===== src/rtl/core/svpwm_pkg.sv =====
// ---------------------------------------------------------------------------
// svpwm_pkg: shared types and constants for the SVPWM compare core
// Holds the fixed-point constants, field widths, register indexes and the
// structs that pass between the front end, the queue and the back end.
// ---------------------------------------------------------------------------
package svpwm_pkg;

  localparam int VoltW  = 16;
  localparam int CountW = 16;
  localparam int NW     = 35;   // |vector term| < 2^34
  localparam int ProdW  = NW + CountW;
  localparam int DenW   = 36;   // max of bus<<16 and n1+n2

  localparam logic [17:0] QSqrt3     = 18'd113512;
  localparam logic [16:0] QHalfSqrt3 = 17'd56756;
  localparam logic [16:0] QThreeHalf = 17'd98304;

  localparam logic [0:0] RegPeriod = 1'b0;
  localparam logic [0:0] RegBus    = 1'b1;

  localparam logic [CountW-1:0] PeriodReset = 16'd8000;
  localparam logic [CountW-1:0] BusReset    = 16'd6144;

  // Front end result: sector code and the two active terms, already clipped.
  typedef struct packed {
    logic [2:0]    code;
    logic [NW-1:0] n1;
    logic [NW-1:0] n2;
  } svpwm_job_t;

  localparam int JobW = $bits(svpwm_job_t);

endpackage


===== src/rtl/core/svpwm_fifo.sv =====
// ---------------------------------------------------------------------------
// svpwm_fifo: short job queue between front and back end
// Four entries, registered flags; full raises stall to the front end.
// ---------------------------------------------------------------------------
module svpwm_fifo import svpwm_pkg::*; (
  input  logic        clk,
  input  logic        rst,
  input  logic        wr_valid,
  output logic        wr_stall,
  input  svpwm_job_t  wr_data,
  output logic        rd_valid,
  input  logic        rd_take,
  output svpwm_job_t  rd_data
);

  svpwm_job_t  mem [4];
  logic [1:0]  wr_ptr;
  logic [1:0]  rd_ptr;
  logic [2:0]  count;
  logic        push;
  logic        pop;

  assign wr_stall = count == 3'd4;
  assign rd_valid = count != 3'd0;
  assign push     = wr_valid && !wr_stall;
  assign pop      = rd_take && rd_valid;
  assign rd_data  = mem[rd_ptr];

  always_ff @(posedge clk) begin
    if (rst) begin
      wr_ptr <= '0;
      rd_ptr <= '0;
      count  <= '0;
    end else begin
      if (push) wr_ptr <= wr_ptr + 2'd1;
      if (pop)  rd_ptr <= rd_ptr + 2'd1;
      count <= count + 3'(push) - 3'(pop);
    end
    if (push) mem[wr_ptr] <= wr_data;
  end

endmodule


===== config.mk =====
export PLATFORM = sky130hd
export DESIGN_NAME = svpwm_fifo
export DESIGN_NICKNAME = d
export VERILOG_FILES = /design/src/rtl/core/svpwm_pkg.sv /design/src/rtl/core/svpwm_fifo.sv
export SDC_FILE = /design/constraint.sdc
export NUM_CORES = 1
export LEC_CHECK = 0
export ABC_CLOCK_PERIOD_IN_PS = 5800
export BUFFER_PORTS_ARGS = -buffer_cell sky130_fd_sc_hd__buf_2
export CORE_ASPECT_RATIO = 2
export CORE_UTILIZATION = 61
export CTS_CLUSTER_DIAMETER = 80
export CTS_CLUSTER_SIZE = 12
export DETAILED_ROUTE_END_ITERATION = 10
export HOLD_SLACK_MARGIN = 0.1
export PLACE_DENSITY = 0.93
export SLEW_MARGIN = 25
export SYNTH_ARGS = -nofsm -noshare
export SYNTH_HDL_FRONTEND = slang
export SYNTH_SLANG_ARGS = --single-unit

===== constraint.sdc =====
create_clock -name clk -period 5.8 [get_ports clk]
set_input_delay 0 -clock clk [delete_from_list [all_inputs] [get_ports clk]]
set_output_delay 0 -clock clk [all_outputs]
set_load 0.01 [all_outputs]

Yosys cells after proc, flatten, opt, wreduce, memory -nomap -nowiden. Memory sizes are Yosys's and may differ from the RTL's. A register that Yosys moved wholly into a read port is not among the register bits. Cells that the tools add are included.

$mul: 0. Shift-type cells: 0. Reduce and logical (&&, ||, !) cells: 4. Add/sub/neg operators: 4. Mux-type cells: 4. Bitwise gates (word level): 0. Eq/ne operators: 1. Div/mod/pow operators: 0. $lt $le $gt $ge: 0.

Operators with widths (count): adder 2 x 1 -> 2 bit (second input constant) (2); two-way mux 2 bit (2); adder 3 x 1 -> 3 bit (1); == test 3 bit (second input constant) (1); nonzero test 3 bit (1); subtractor 3 x 1 -> 3 bit (1); logical AND 1 bit (2); two-way mux 1 bit (2); logical NOT 1 bit (1).

Memories kept: 1. Input port bits: 77. Output and inout port bits: 75. RAM bits: 292. Bits in read-only memories: 0. Latch bits: 0. Register bits after elaboration: 7. Logic and storage cells: 17.

Memories: mem (depth 4, bits a word 73, rd ports 1, clocked after Yosys merged registers in 1, wr ports 1, line svpwm_fifo.sv:16) `svpwm_job_t mem [4];`.

Logic depth before layout (Yosys ltp).
Word-level depth: 5. Mapped depth: 11. Gate-level depth less buffers: 11.

Worst setup path after synthesis. Ideal clock, no wire load.

Path type: flip-flop to flip-flop. From: reg count[1]. To: mem mem[0][0] in the netlist's numbering, enable pin. Library setup time: 0.439 ns. Arrival: 2.526 ns. Setup slack: 2.835 ns. Required time: 5.361 ns. Period minus slack after synthesis: 2.965 ns. Stages on the path, launching flop included: 4. Path buffers: 0. Cell sequence: dfxtp_1 nor3b_2 nor2_1 and2_1.

Longest elaborated chain between the ends: 5.

RTL lines: from (decl) (line svpwm_fifo.sv:19) `logic [2:0] count;`; from (signal assigned) (line svpwm_fifo.sv:37) `count <= count + 3'(push) - 3'(pop);`; == test 3 bit (line svpwm_fifo.sv:23) `assign wr_stall = count == 3'd4;`; net wr_stall (line svpwm_fifo.sv:9) `output logic wr_stall,`; logical NOT 1 bit (line svpwm_fifo.sv:25) `assign push = wr_valid && !wr_stall;`; logical AND 1 bit (line svpwm_fifo.sv:25); two-way mux 1 bit (line svpwm_fifo.sv:39) `if (push) mem[wr_ptr] <= wr_data;`; two-way mux 1 bit (implied by the code) (line svpwm_fifo.sv:39); to (decl) (line svpwm_fifo.sv:16).

The timed path passes the listed nets, and every way through them passes these cells.

==> impl_metrics.sql <==
INSERT INTO impl_metrics (metric_group, metric, value, unit) VALUES
('status', 'outcome', 'finished, final reports clean', ''),
('yosys', 'synth_seq_area_share', '80.8', '%'),
('sta', 'drv_slew', '0', ''),
('detailed_routing', 'wirelength_per_cell', '24.4', 'um'),
('critical_path', 'max_stage_delay', '0.72', 'ns'),
('layout', 'layout_fillers', '935', ''),
('placed_design', 'buffer_ports.inserted', '151', ''),
('yosys', 'synth-async-reset-ratio', '0', '%'),
('critical_path', 'regToRegSetupSlack', '3.26', 'ns'),
('yosys', 'yosysTopAreaCellShare', '79.2', '%'),
('critical_path', 'worstSetupStartpointType', 'flip-flop', ''),
('critical_path', 'path_buf_inv', '2', ''),
('clock_tree', 'clkSinkCount', '301', ''),
('hold_path', 'worst_hold_path_type', 'in2reg', ''),
('detailed_routing', 'antenna_violating_nets_left', '0', ''),
('placed_design', 'final_hpwl_dp', '12.1', 'mm'),
('die', 'dieHeight', '193', 'um'),
('clock_tree', 'cts_resized', '0', ''),
('layout', 'post-route-util', '76.6', '%'),
('layout', 'finalNetCount', '762', ''),
('placed_design', 'gp_congestion', '0.725', ''),
('power', 'peakVddDrop', '0.000359', 'V'),
('critical_path', 'timing.critical_path.slowest_stage_cell', 'dfxtp_4', ''),
('yosys', 'yosysMostFrequentCell', 'edfxtp_1', ''),
('global_route', 'antenna_found_initial', '1', ''),
('critical_path', 'critical_path.endpoint_type', 'output pin', ''),
('die', 'floorplan.die.width', '97.3', 'um'),
('clock_tree', 'insertion_delay', '0.54', 'ns'),
('power', 'power.density_cell_area', '419', 'nW/um2'),
('critical_path', 'worstPathArrival', '2.59', 'ns'),
('layout', 'multi_input_area', '1920', 'um2'),
('clock_tree', 'clock_path_buffers', '3', ''),
('die', 'die_area', '18700', 'um2'),
('clock_tree', 'cts_post_setup_buffers_inserted', '0', ''),
('yosys', 'count_of_unique_library_cells_instantiated_by_yosys', '26', ''),
('sta', 'setup_repair_after_global_routing_missed_its_margin', 'no', ''),
('power', 'p_leak', '4.64', 'nW'),
('global_route', 'global_route.usage.total', '23.7', '%'),
('run', 'maxCapViolations', '0', ''),
('clock_tree', 'tritoncts', 'done', ''),
('layout', 'area_growth', '22.9', '%'),
('clock_tree', 'cts_root_buffer', 'clkbuf_16', ''),
('critical_path', 'critPathRequiredTime', '5.80', 'ns'),
('placed_design', 'dpl_cell_area', '12000', 'um2'),
('layout', 'register_area', '8960', 'um2'),
('yosys', 'dominantRegCellSynth', 'edfxtp_1', ''),
('global_route', 'global_route.overflow_total', '0', ''),
('global_route', 'globalRouteMet1Util', '29.0', '%'),
('detailed_routing', 'detailedRoute.firstIterationViolations', '289', ''),
('layout', 'post_route_cells_drive_above_1_share', '38.8', '%'),
('yosys', 'synth_seq_cells', '301', ''),
('global_route', 'groute.layer.met3.usage', '2.83', '%'),
('placed_design', 'dp_slack', '3.26', 'ns'),
('clock_tree', 'htreeDepth', '1', ''),
('global_route', 'largest_net_degree_at_the_start_of_global_routing', '74', ''),
('yosys', 'synth_area_leader_cell', 'edfxtp_1', ''),
('global_route', 'grt_pass1_vias', '5829', ''),
('die', 'initial_utilization', '62.3', '%'),
('global_route', 'grt.busiest_layer', 'met2', ''),
('yosys', 'postSynthAreaPerCell', '25.8', 'um2'),
('critical_path', 'timing.critical_path.fanout_max', '27', ''),
('detailed_routing', 'totalWireLength', '22.1', 'mm'),
('global_route', 'global_route.usage.met2', '43.0', '%'),
('detailed_routing', 'drc_violations_left', '0', ''),
('layout', 'finalInstanceArea', '13600', 'um2'),
('yosys', 'synth_nets', '514', ''),
('critical_path', 'family_with_the_most_delay_on_the_worst_path', 'flip-flops', ''),
('sta', 'post-route-period-util', '44.6', '%'),
('clock_tree', 'numCtsBuffers', '29', ''),
('sta', 'final_critical_path_setup_slack', '3.21', 'ns'),
('sta', 'final.setup.tns', '0', 'ns');
## layer usage
| metal | vias to the layer above | routed length (um) |
|---|---|---|
| met1 | 2776 | 7950 |
| met4 | 0 | 660 |
| met3 | 45 | 965 |
| met5 | - | 0 |
| met2 | 226 | 12500 |
| li1 | 2320 | - |
## area by class of cell
| cell class | count | share of cell area [%] |
|---|---|---|
| Tap cell | 213 | 1.96 |
| Antenna cell | 1 | 0.0184 |
| Inverter | 6 | 0.165 |
| Clock buffer | 41 | 5.66 |
| Multi-Input combinational cell | 106 | 14.1 |
| Sequential cell | 301 | 65.8 |
| Timing Repair Buffer | 234 | 12.2 |
| Clock inverter | 2 | 0.147 |
## stage by stage
step	total power [mW]	hold slack (ns)	cells
final	5.71	0.219	904
after global routing	5.92	0.211	904
after CTS	5.72	0.194	900
after detailed placement	4.05	0.221	781
after global placement	3.98	0.209	778
after floorplan	3.67	0.0989	430
## cell usage in the layout (no fill, tap or decap), drive strengths merged
cell type and count:
o31a 1, inv 8, nand2b 2, and2 5, nor3 1, o311ai 1, clkbuf 41, buf 158
mux4 73, o21ai 1, nor2 6, xor2 2, dlygate4sd3 76, edfxtp 292, nor2b 1, xnor2 1
mux2i 1, ha 6, fa 1, diode 1, nor3b 1, dfxtp 9, or3 2, a21oi 1
## sequential cells by signal, summed over array words and instances, names as in the netlist, named ones only
register	cells
rd_ptr	2
count	3
wr_ptr	2
mem	292
## path summary, 6_finish.rpt
path | from | endpoint | cells after the start
hold / removal | wr_data[32] | mem[3][32] | 2
hold reg to reg | wr_ptr[1] | wr_ptr[1] | 2
setup reg to reg | count[1] | count[2] | 11
setup / recovery | flip-flop | rd_data[0] | 3
## what timing repair did
action / in CTS / in global routing
setup endpoints to repair: 0 / 0
hold buffers: 76 / 0
endpoints found under the hold margin: 301 / 0
## report_power, final
part | internal, mW | switching, mW
clock | 0.913 | 0.725
combinational | 0.650 | 0.644
sequential | 2.64 | 0.133
## cell families after synthesis
family / share of synthesized area, %
AOI/OAI and AO/OA: 0.248
DFF: 80.8
adders and majority gates: 0.859
xor gates and xnor gates: 0.237
and+or+nand+nor: 0.926
muxes: 15.0
buffers and inverters: 1.97
Power figures use the tool's default switching activity.
