### config.mk
export PLATFORM = sky130hd
export DESIGN_NAME = svpwm_back
export DESIGN_NICKNAME = d
export VERILOG_FILES = /design/src/rtl/core/svpwm_pkg.sv /design/src/rtl/core/svpwm_div.sv /design/src/rtl/core/svpwm_back.sv
export SDC_FILE = /design/constraint.sdc
export NUM_CORES = 2
export LEC_CHECK = 0
export BUFFER_PORTS_ARGS = -buffer_cell sky130_fd_sc_hd__buf_4
export CAP_MARGIN = 20
export CORE_MARGIN = 3
export CORE_UTILIZATION = 55
export CTS_CLUSTER_DIAMETER = 50
export DETAILED_ROUTE_END_ITERATION = 8
export PLACE_DENSITY = 0.72
export SLEW_MARGIN = 10
export SYNTH_ARGS = -nofsm -noshare
export SYNTH_HDL_FRONTEND = slang
export SYNTH_SLANG_ARGS = --single-unit
### constraint.sdc
create_clock -name clk -period 23.5 [get_ports clk]
set_clock_uncertainty 0.1 [all_clocks]
set_input_delay 2.35 -clock clk [delete_from_list [all_inputs] [get_ports clk]]
set_output_delay 2.35 -clock clk [all_outputs]
set_load 0.02 [all_outputs]
### src/rtl/core/svpwm_pkg.sv
// ---------------------------------------------------------------------------
// svpwm_pkg: shared types and constants for the SVPWM compare core
// Holds the fixed-point constants, field widths, register indexes and the
// structs that pass between the front end, the queue and the back end.
// ---------------------------------------------------------------------------
package svpwm_pkg;

  localparam int VoltW  = 16;
  localparam int CountW = 16;
  localparam int NW     = 35;   // |vector term| < 2^34
  localparam int ProdW  = NW + CountW;
  localparam int DenW   = 36;   // max of bus<<16 and n1+n2

  localparam logic [17:0] QSqrt3     = 18'd113512;
  localparam logic [16:0] QHalfSqrt3 = 17'd56756;
  localparam logic [16:0] QThreeHalf = 17'd98304;

  localparam logic [0:0] RegPeriod = 1'b0;
  localparam logic [0:0] RegBus    = 1'b1;

  localparam logic [CountW-1:0] PeriodReset = 16'd8000;
  localparam logic [CountW-1:0] BusReset    = 16'd6144;

  // Front end result: sector code and the two active terms, already clipped.
  typedef struct packed {
    logic [2:0]    code;
    logic [NW-1:0] n1;
    logic [NW-1:0] n2;
  } svpwm_job_t;

  localparam int JobW = $bits(svpwm_job_t);

endpackage

### src/rtl/core/svpwm_div.sv
// ---------------------------------------------------------------------------
// svpwm_div: radix-2 restoring divider
// One quotient bit per cycle, for all ProdW bits of the quotient.
// ---------------------------------------------------------------------------
module svpwm_div import svpwm_pkg::*; (
  input  logic              clk,
  input  logic              rst,
  input  logic              start,
  input  logic [ProdW-1:0]  dividend,
  input  logic [DenW-1:0]   divisor,
  output logic              busy,
  output logic              done,
  output logic [ProdW-1:0]  quotient
);

  localparam int CntW = $clog2(ProdW + 1);

  logic [DenW:0]      rem;
  logic [DenW-1:0]    dsr;
  logic [CntW-1:0]    cnt;
  logic [DenW:0]      shifted;
  logic [DenW:0]      diff;

  assign shifted = {rem[DenW-1:0], quotient[ProdW-1]};
  assign diff    = shifted - {1'b0, dsr};

  always_ff @(posedge clk) begin
    if (rst) begin
      busy <= 1'b0;
      done <= 1'b0;
      cnt  <= '0;
    end else begin
      done <= 1'b0;
      if (start) begin
        busy <= 1'b1;
        cnt  <= CntW'(ProdW);
      end else if (busy) begin
        cnt <= cnt - 1'b1;
        if (cnt == CntW'(1)) begin
          busy <= 1'b0;
          done <= 1'b1;
        end
      end
    end
    if (start) begin
      rem      <= '0;
      dsr      <= divisor;
      quotient <= dividend;
    end else if (busy) begin
      if (!diff[DenW]) begin
        rem      <= diff;
        quotient <= {quotient[ProdW-2:0], 1'b1};
      end else begin
        rem      <= shifted;
        quotient <= {quotient[ProdW-2:0], 1'b0};
      end
    end
  end

endmodule

### src/rtl/core/svpwm_back.sv
// ---------------------------------------------------------------------------
// svpwm_back: active times, overmodulation rescale and compare values
// A sequencer drives one shared divider: t1, t2 by bus<<16, and if the sum
// exceeds the period, again by n1+n2. Result sits in an output register.
// ---------------------------------------------------------------------------
module svpwm_back import svpwm_pkg::*; (
  input  logic               clk,
  input  logic               rst,
  input  logic [CountW-1:0]  period,
  input  logic [CountW-1:0]  bus,
  input  logic               job_valid,
  output logic               job_take,
  input  svpwm_job_t         job,
  output logic               out_valid,
  input  logic               out_stall,
  output logic [2:0]         sector_code,
  output logic [CountW-1:0]  compare_a,
  output logic [CountW-1:0]  compare_b,
  output logic [CountW-1:0]  compare_c,
  output logic               overmodulated
);

  typedef enum logic [2:0] {
    IDLE, MUL1, DIV1, DIV2, CHECK, DIV3, DIV4, FINISH
  } state_t;

  state_t              state;
  svpwm_job_t          cur;
  logic [CountW-1:0]   p;
  logic [DenW-1:0]     den;
  logic [ProdW-1:0]    prod1;
  logic [ProdW-1:0]    prod2;
  logic [ProdW-1:0]    t1;
  logic [ProdW-1:0]    t2;
  logic                flag;
  logic                div_start;
  logic [ProdW-1:0]    div_dividend;
  logic [DenW-1:0]     div_divisor;
  logic                div_busy;
  logic                div_done;
  logic [ProdW-1:0]    div_q;
  logic [ProdW:0]      tsum;
  logic [CountW+1:0]   t0;
  logic [ProdW:0]      lo;
  logic [ProdW:0]      mid;
  logic [ProdW:0]      hi;
  logic [CountW-1:0]   lo_c;
  logic [CountW-1:0]   mid_c;
  logic [CountW-1:0]   hi_c;
  logic                out_free;

  svpwm_div u_div (
    .clk      (clk),
    .rst      (rst),
    .start    (div_start),
    .dividend (div_dividend),
    .divisor  (div_divisor),
    .busy     (div_busy),
    .done     (div_done),
    .quotient (div_q)
  );

  assign out_free = !out_valid || !out_stall;
  assign job_take = state == IDLE && job_valid;
  assign tsum     = {1'b0, t1} + {1'b0, t2};

  always_comb begin
    t0 = '0;
    if (tsum <= (ProdW+1)'(p)) begin
      t0 = (CountW+2)'(((ProdW+1)'(p) - tsum) >> 2);
    end
    lo    = (ProdW+1)'(t0);
    mid   = (ProdW+1)'(t1 >> 1) + lo;
    hi    = (ProdW+1)'(t2 >> 1) + mid;
    lo_c  = (lo  > (ProdW+1)'(p)) ? p : lo[CountW-1:0];
    mid_c = (mid > (ProdW+1)'(p)) ? p : mid[CountW-1:0];
    hi_c  = (hi  > (ProdW+1)'(p)) ? p : hi[CountW-1:0];
  end

  always_comb begin
    div_start    = 1'b0;
    div_dividend = prod1;
    div_divisor  = den;
    unique case (state)
      MUL1:    div_start = 1'b1;
      DIV1:    begin div_start = div_done; div_dividend = prod2; end
      CHECK:   begin
        div_start   = tsum > (ProdW+1)'(p);
        div_divisor = DenW'(cur.n1) + DenW'(cur.n2);
      end
      DIV3:    begin
        div_start    = div_done;
        div_dividend = prod2;
        div_divisor  = DenW'(cur.n1) + DenW'(cur.n2);
      end
      default: ;
    endcase
  end

  always_ff @(posedge clk) begin
    if (rst) begin
      state     <= IDLE;
      out_valid <= 1'b0;
    end else begin
      if (out_valid && !out_stall && state != FINISH) out_valid <= 1'b0;
      unique case (state)
        IDLE: begin
          if (job_valid) begin
            cur   <= job;
            p     <= period;
            den   <= DenW'({(bus == '0) ? CountW'(1) : bus, 16'd0});
            // one registered multiplier pass per item
            prod1 <= ProdW'(job.n1 * period);
            prod2 <= ProdW'(job.n2 * period);
            state <= MUL1;
          end
        end
        MUL1: begin
          state <= DIV1;
        end
        DIV1: if (div_done) begin
          t1    <= div_q;
          state <= DIV2;
        end
        DIV2: if (div_done) begin
          t2    <= div_q;
          state <= CHECK;
        end
        CHECK: begin
          flag  <= tsum > (ProdW+1)'(p);
          state <= (tsum > (ProdW+1)'(p)) ? DIV3 : FINISH;
        end
        DIV3: if (div_done) begin
          t1    <= div_q;
          state <= DIV4;
        end
        DIV4: if (div_done) begin
          t2    <= div_q;
          state <= FINISH;
        end
        FINISH: begin
          if (out_free) begin
            out_valid     <= 1'b1;
            sector_code   <= cur.code;
            overmodulated <= flag;
            unique case (cur.code)
              3'd1: begin compare_a <= mid_c; compare_b <= lo_c;  compare_c <= hi_c;  end
              3'd2: begin compare_a <= lo_c;  compare_b <= hi_c;  compare_c <= mid_c; end
              3'd3: begin compare_a <= lo_c;  compare_b <= mid_c; compare_c <= hi_c;  end
              3'd4: begin compare_a <= hi_c;  compare_b <= mid_c; compare_c <= lo_c;  end
              3'd5: begin compare_a <= hi_c;  compare_b <= lo_c;  compare_c <= mid_c; end
              default: begin compare_a <= mid_c; compare_b <= hi_c; compare_c <= lo_c; end
            endcase
            state <= IDLE;
          end
        end
        default: state <= IDLE;
      endcase
    end
    if (state == IDLE && job_valid) flag <= 1'b0;
  end

endmodule

* Word-level counts from Yosys, hierarchy flattened *
Index checks and enable logic that the tools add are counted.

operators by class
  add/subtract/negate cells = 7
  multiply operators = 2
  order comparisons = 5
  eq/ne operators = 20
  mux-type cells = 31
  bitwise logic cells = 2
  reductions and logical operators = 26

operator list
  kind                                                              count
  51-bit two-way mux                                                3
  52-bit by 16-bit > comparator with 1-bit output                   2
  35-bit by 16-bit multiplier with 51-bit output                    2
  16-bit case mux with 2 select lines                               3
  50-bit by 51-bit adder with 52-bit output                         1
  51-bit by 51-bit adder with 52-bit output                         1
  52-bit by 16-bit <= comparator with 1-bit output                  1
  50-bit by 18-bit adder with 51-bit output                         1
  51-bit by 16-bit > comparator with 1-bit output                   1
  16-bit two-way mux                                                3
  37-bit by 36-bit subtractor with 37-bit output                    1
  35-bit by 35-bit adder with 36-bit output                         1
  36-bit two-way mux                                                1
  32-bit two-way mux                                                1
  3-bit case mux with 8 select lines                                1
  2-bit OR reduction                                                10
  16-bit by 20-bit subtractor with 20-bit output                    1
  3-bit == test (second input constant)                             6
  18-bit by 16-bit > comparator with 1-bit output                   1
  18-bit two-way mux                                                1
  3-bit two-way mux                                                 6
  16-bit zero test                                                  1
  3-bit by 2-bit == test with 1-bit output (second input constant)  4
  6-bit two-way mux                                                 2
  19 further kinds                                                  38

word-level totals
  flip-flop bits (word level) = 497
  bits of input ports = 109
  output and inout port bits = 54
  word-level logic and storage cells = 118

* Longest topological paths before layout *
  depth in word-level cells = 8
  depth in mapped cells = 65
  gate-level depth less buffers = 61

* Hierarchy *
Synthesis repeated with hierarchy kept, for this count alone.

second synthesis, totals
  cell total of the unflattened synthesis = 7155
  area, all modules = 67227.0 um2

by module, submodules not included
  module      times used  cells an instance  area an instance (um2)  seq. area each (um2)
  svpwm_back  1           6459               59990.0                 10940.5
  svpwm_div   1           696                7236.9                  3493.4

* Least setup slack after synthesis *
OpenSTA, ideal clock, no wires.

  path type = input -> register
  from = input job_valid
  to = register cur[0] (netlist name), enable pin
  setup time = 0.799 ns
  data arrival time = 12.358 ns
  data required time = 22.601 ns
  slack = 10.244 ns
  stages = 2
  path buffers = 0
  cells stage by stage = nor4b_1 nor2b_1

between the ends
  word-level cells in the longest chain between the ends = 1

ends and longest elaborated chain
  what                                  line               text
  start, declared                       svpwm_back.sv:11   input logic job_valid,
  3-bit AND reduction (no source line)  -
  end signal, assigned                  svpwm_back.sv:109  cur <= job;
  end, declared                         svpwm_back.sv:28   svpwm_job_t cur;

No other way between the ends.
A chain may end at the register's enable or synchronous reset.

* Worst setup path in the final report *
  from = register t1[2]
  to = register compare_b[5] (data pin)

between the ends
  word-level cells in the longest chain between the ends = 8
  elaborated cells on any way between the ends = 13
  those cells by class = add/sub (4); order compare (4); mux (5)

ends and longest elaborated chain
  what                                                                                                                       line                                text
  start, declared                                                                                                            svpwm_back.sv:33                    logic [ProdW-1:0] t1;
  start signal, assigned                                                                                                     svpwm_back.sv:122                   t1 <= div_q;
  start signal, assigned                                                                                                     svpwm_back.sv:134                   t1 <= div_q;
  51-bit by 51-bit adder with 52-bit output                                                                                  svpwm_back.sv:65                    assign tsum = {1'b0, t1} + {1'b0, t2};
  52-bit by 16-bit <= comparator with 1-bit output / 16-bit by 20-bit subtractor with 20-bit output (equally long branches)  svpwm_back.sv:69, svpwm_back.sv:70
  18-bit two-way mux                                                                                                         svpwm_back.sv:69                    if (tsum <= (ProdW+1)'(p)) begin
  50-bit by 18-bit adder with 51-bit output                                                                                  svpwm_back.sv:73                    mid = (ProdW+1)'(t1 >> 1) + lo;
  50-bit by 51-bit adder with 52-bit output                                                                                  svpwm_back.sv:74                    hi = (ProdW+1)'(t2 >> 1) + mid;
  52-bit by 16-bit > comparator with 1-bit output                                                                            svpwm_back.sv:77                    hi_c = (hi > (ProdW+1)'(p)) ? p : hi[CountW-1:0];
  16-bit two-way mux                                                                                                         svpwm_back.sv:77
  16-bit case mux with 2 select lines *                                                                                      svpwm_back.sv:146                   unique case (cur.code)
  end signal, assigned                                                                                                       svpwm_back.sv:147                   3'd1: begin compare_a <= mid_c; compare_b <= lo_c; compare_c <= hi_c; end
  end signal, assigned                                                                                                       svpwm_back.sv:148                   3'd2: begin compare_a <= lo_c; compare_b <= hi_c; compare_c <= mid_c; end
  end signal, assigned                                                                                                       svpwm_back.sv:149                   3'd3: begin compare_a <= lo_c; compare_b <= mid_c; compare_c <= hi_c; end
  end, declared                                                                                                              svpwm_back.sv:18                    output logic [CountW-1:0] compare_b,

Mark *: on every way between the ends. The rest lies on a longest branch, timed or not.

==> key figures <==
Timing
  – Hold Violations, Final: 0
  – Final Max Slew Viols: 0
  – RSZ-0062 raised after global routing: false
  – Worst slew pin tran: 1.19 ns
  – Final setup violating endpoints: 0
  – Achievable frequency: 0.0672 GHz
  – Fin crit period: 14.89 ns
  – Rel. slew slack: 0.203
  – Final setup TNS: 0 ns
  – Tcrit/Tclk final: 0.634

Outcome
  – Status: finished clean

Floorplan
  – Die H: 351 um
  – IO Pins: 163
  – Starting density of the core: 0.558
  – Core ar.: 0.117 mm2
  – Chip width: 351 um
  – Die Area: 0.123 mm2
  – FP Rows: 125

Drt
  – Vias per cell: 5.95
  – Drt pass-1 iters: 6
  – Initial DRC count: 3778
  – ANT nets after route: 0
  – WL/cell: 21.6 um
  – DRC Markers: 0
  – Vias: 50.7k
  – WL final: 184 mm

Global routing
  – Initial antenna violation count: 8
  – First-pass GRT wire length: 290 mm
  – Pin count of the biggest net entering global routing: 84
  – Total gr overflow: 0
  – Number of global-route vias before repair: 52.4k
  – Total Routing Usage GR: 0.302

Final layout
  – Most frequent cells in the layout: nand2_1 (1083), inv_1 (1027), fa_1 (925)
  – Layout Cells excl Fill: 8513
  – Most common cell after layout, fill and taps aside: nand2_1
  – Ratio of cells with drive above 1 in the final layout: 0.0563
  – Area grow syn2layout: 7.14%
  – Final core utilization: 0.598
  – Final net count: 8476

Synth
  – Asr flop ratio synth: 0
  – Mapped Nets: 8534
  – Post-synthesis cell area: 0.0653 mm2
  – Yosys reg bits: 497
  – YS warnings: 0
  – Cells after synthesis: 6985
  – Unique cell type count in the Yosys netlist: 96
  – Syn avg cell area: 9.35 um2
  – EDFF count, synth: 448
  – Main flop type after synthesis: edfxtp_1
  – Sequential area share after synthesis: 0.221

Clock network
  – Cts repair resizes: 0
  – Clock Path Buffers: 3
  – Root Buffer: clkbuf_16
  – Setup Fix Bufs, Post-CTS: 0
  – CTS H-tree lvls: 3
  – Post-CTS Hold Fix Bufs: 0
  – Worst skew pair latency: 0.66 ns
  – CTS tree: yes
  – CTS Buf Count: 74
  – Clock Sinks: 497
  – Reg clk slew, reported paths: 0.06 ns

Pwr
  – Clk pwr share: 0.103
  – Worst vdd ir: 0.000220 V
  – Power density cells: 153 mW/mm2
  – Switch Pwr: 5220 uW
  – P_int: 5450 uW
  – Seq pwr share: 0.155
  – Total Power: 10700 uW
  – Comb power frac: 0.742
  – Switching share of power: 0.489
  – Pleak: 0.0315 uW

Place
  – Port bufs: 162
  – DP HPWL: 140 mm
  – Final Wtd Congestion: 0.990
  – DP Cell Count: 8375

Worst setup path
  – Worst EP required: 23.79 ns
  – Nature of the critical path endpoint: flip-flop
  – Data arrival, critical path: 15.18 ns
  – CP startpoint kind: flip-flop
  – Crit path max fanout: 21
  – Slowest stage delay, CP: 0.59 ns
  – Crit path kind: reg -> reg
  – Critical-path top delay cell: a2111oi_0

Job
  – MaxCap Viol Count: 0

Worst hold path
  – HP Class: reg -> reg
-- final timing paths --
check	cells past startpoint	slack, ns	from	to
setup / recovery	60	8.61	t1[2]	compare_b[5]
hold / removal	0	0.35	flag	overmodulated
hold reg to reg	0	0.35	flag	overmodulated
setup reg to reg	60	8.61	t1[2]	compare_b[5]
-- stage by stage --
step | cell area (um2) | setup slack [ns] | hold WS [ns]
floorplan | 65300 | 10.24 | 0.309
global placement | 67500 | 9.10 | 0.329
detailed placement | 67500 | 8.74 | 0.331
CTS | 70000 | 8.71 | 0.344
global route | 70000 | 7.35 | 0.364
finish | 70000 | 8.61 | 0.347
-- critical path, delay by kind of cell, from the launching register on --
| kind | cells | cell delay, ns |
|---|---|---|
| multiplexers | 1 | 0.40 |
| adder cells (fa/ha/maj) | 6 | 2.08 |
| AO/OA/AOI/OAI | 19 | 4.13 |
| buffers and inverters | 4 | 0.53 |
| AND/OR/NAND/NOR | 27 | 6.41 |
| XOR/XNOR | 3 | 0.47 |
| flip-flops | 1 | 0.44 |
-- flip-flops by register name, indices dropped and copies added, names as in the netlist, 36 cells and up --
signal	flops
t1	51
u_div.dsr	36
cur	73
prod2	51
t2	51
prod1	51
u_div.quotient	51
u_div.rem	36
-- logic make-up (layout without fill, tap and decap cells) --
kind of cell | count (synthesis) | in the layout | synth area share
flops | 497 | 497 | 0.221
simple gates | 2200 | 2200 | 0.159
xor+xnor | 257 | 257 | 0.0345
compound gates | 1114 | 1114 | 0.107
fa+ha+maj | 1444 | 1444 | 0.383
buf+inv | 1362 | 1363 | 0.0787
other cells | 0 | 3 | 0
mux | 111 | 111 | 0.0174
-- layer usage --
layer	global-route usage	vias up	part of all wire
li1	-	22800	-
met1	0.410	25300	0.42
met2	0.491	2177	0.47
met3	0.0540	402	0.083
met4	0.106	10	0.036
met5	0	-	0.00035
-- cell usage after synthesis, types with 49 or more instances --
master,count,share of area
dfxtp_1,49,0.015
nand2_1,1083,0.062
fa_1,925,0.28
xnor2_1,161,0.022
o21ai_0,310,0.024
edfxtp_1,448,0.21
xor2_1,96,0.013
nor2_1,253,0.015
mux2i_1,95,0.015
nand3_1,90,0.0069
ha_1,515,0.099
nor3_1,105,0.0080
and3_1,66,0.0063
and2_1,338,0.032
a21oi_1,324,0.025
clkbuf_1,314,0.018
inv_1,1027,0.059
a21o_1,95,0.011
-- cell type report --
type | count | area [um2]
Antenna cell | 3 | 7.51
Clock buffer | 89 | 1950
Clock inverter | 46 | 513
Fill cell | 9973 | 47000
Inverter | 1030 | 3870
Multi-Input combinational cell | 5126 | 45800
Sequential cell | 497 | 14400
Tap cell | 1524 | 1910
Timing Repair Buffer | 198 | 1490
-- power by group through the flow --
stage	logic (uW)	clock network, uW	registers, uW
after floorplan	5740	0	1630
after global placement	7650	0	1660
after detailed placement	7830	0	1660
after CTS	7890	1120	1650
after global routing	8940	1150	1670
final	7920	1100	1650
Note: power is estimated with default switching activity, not from simulation.
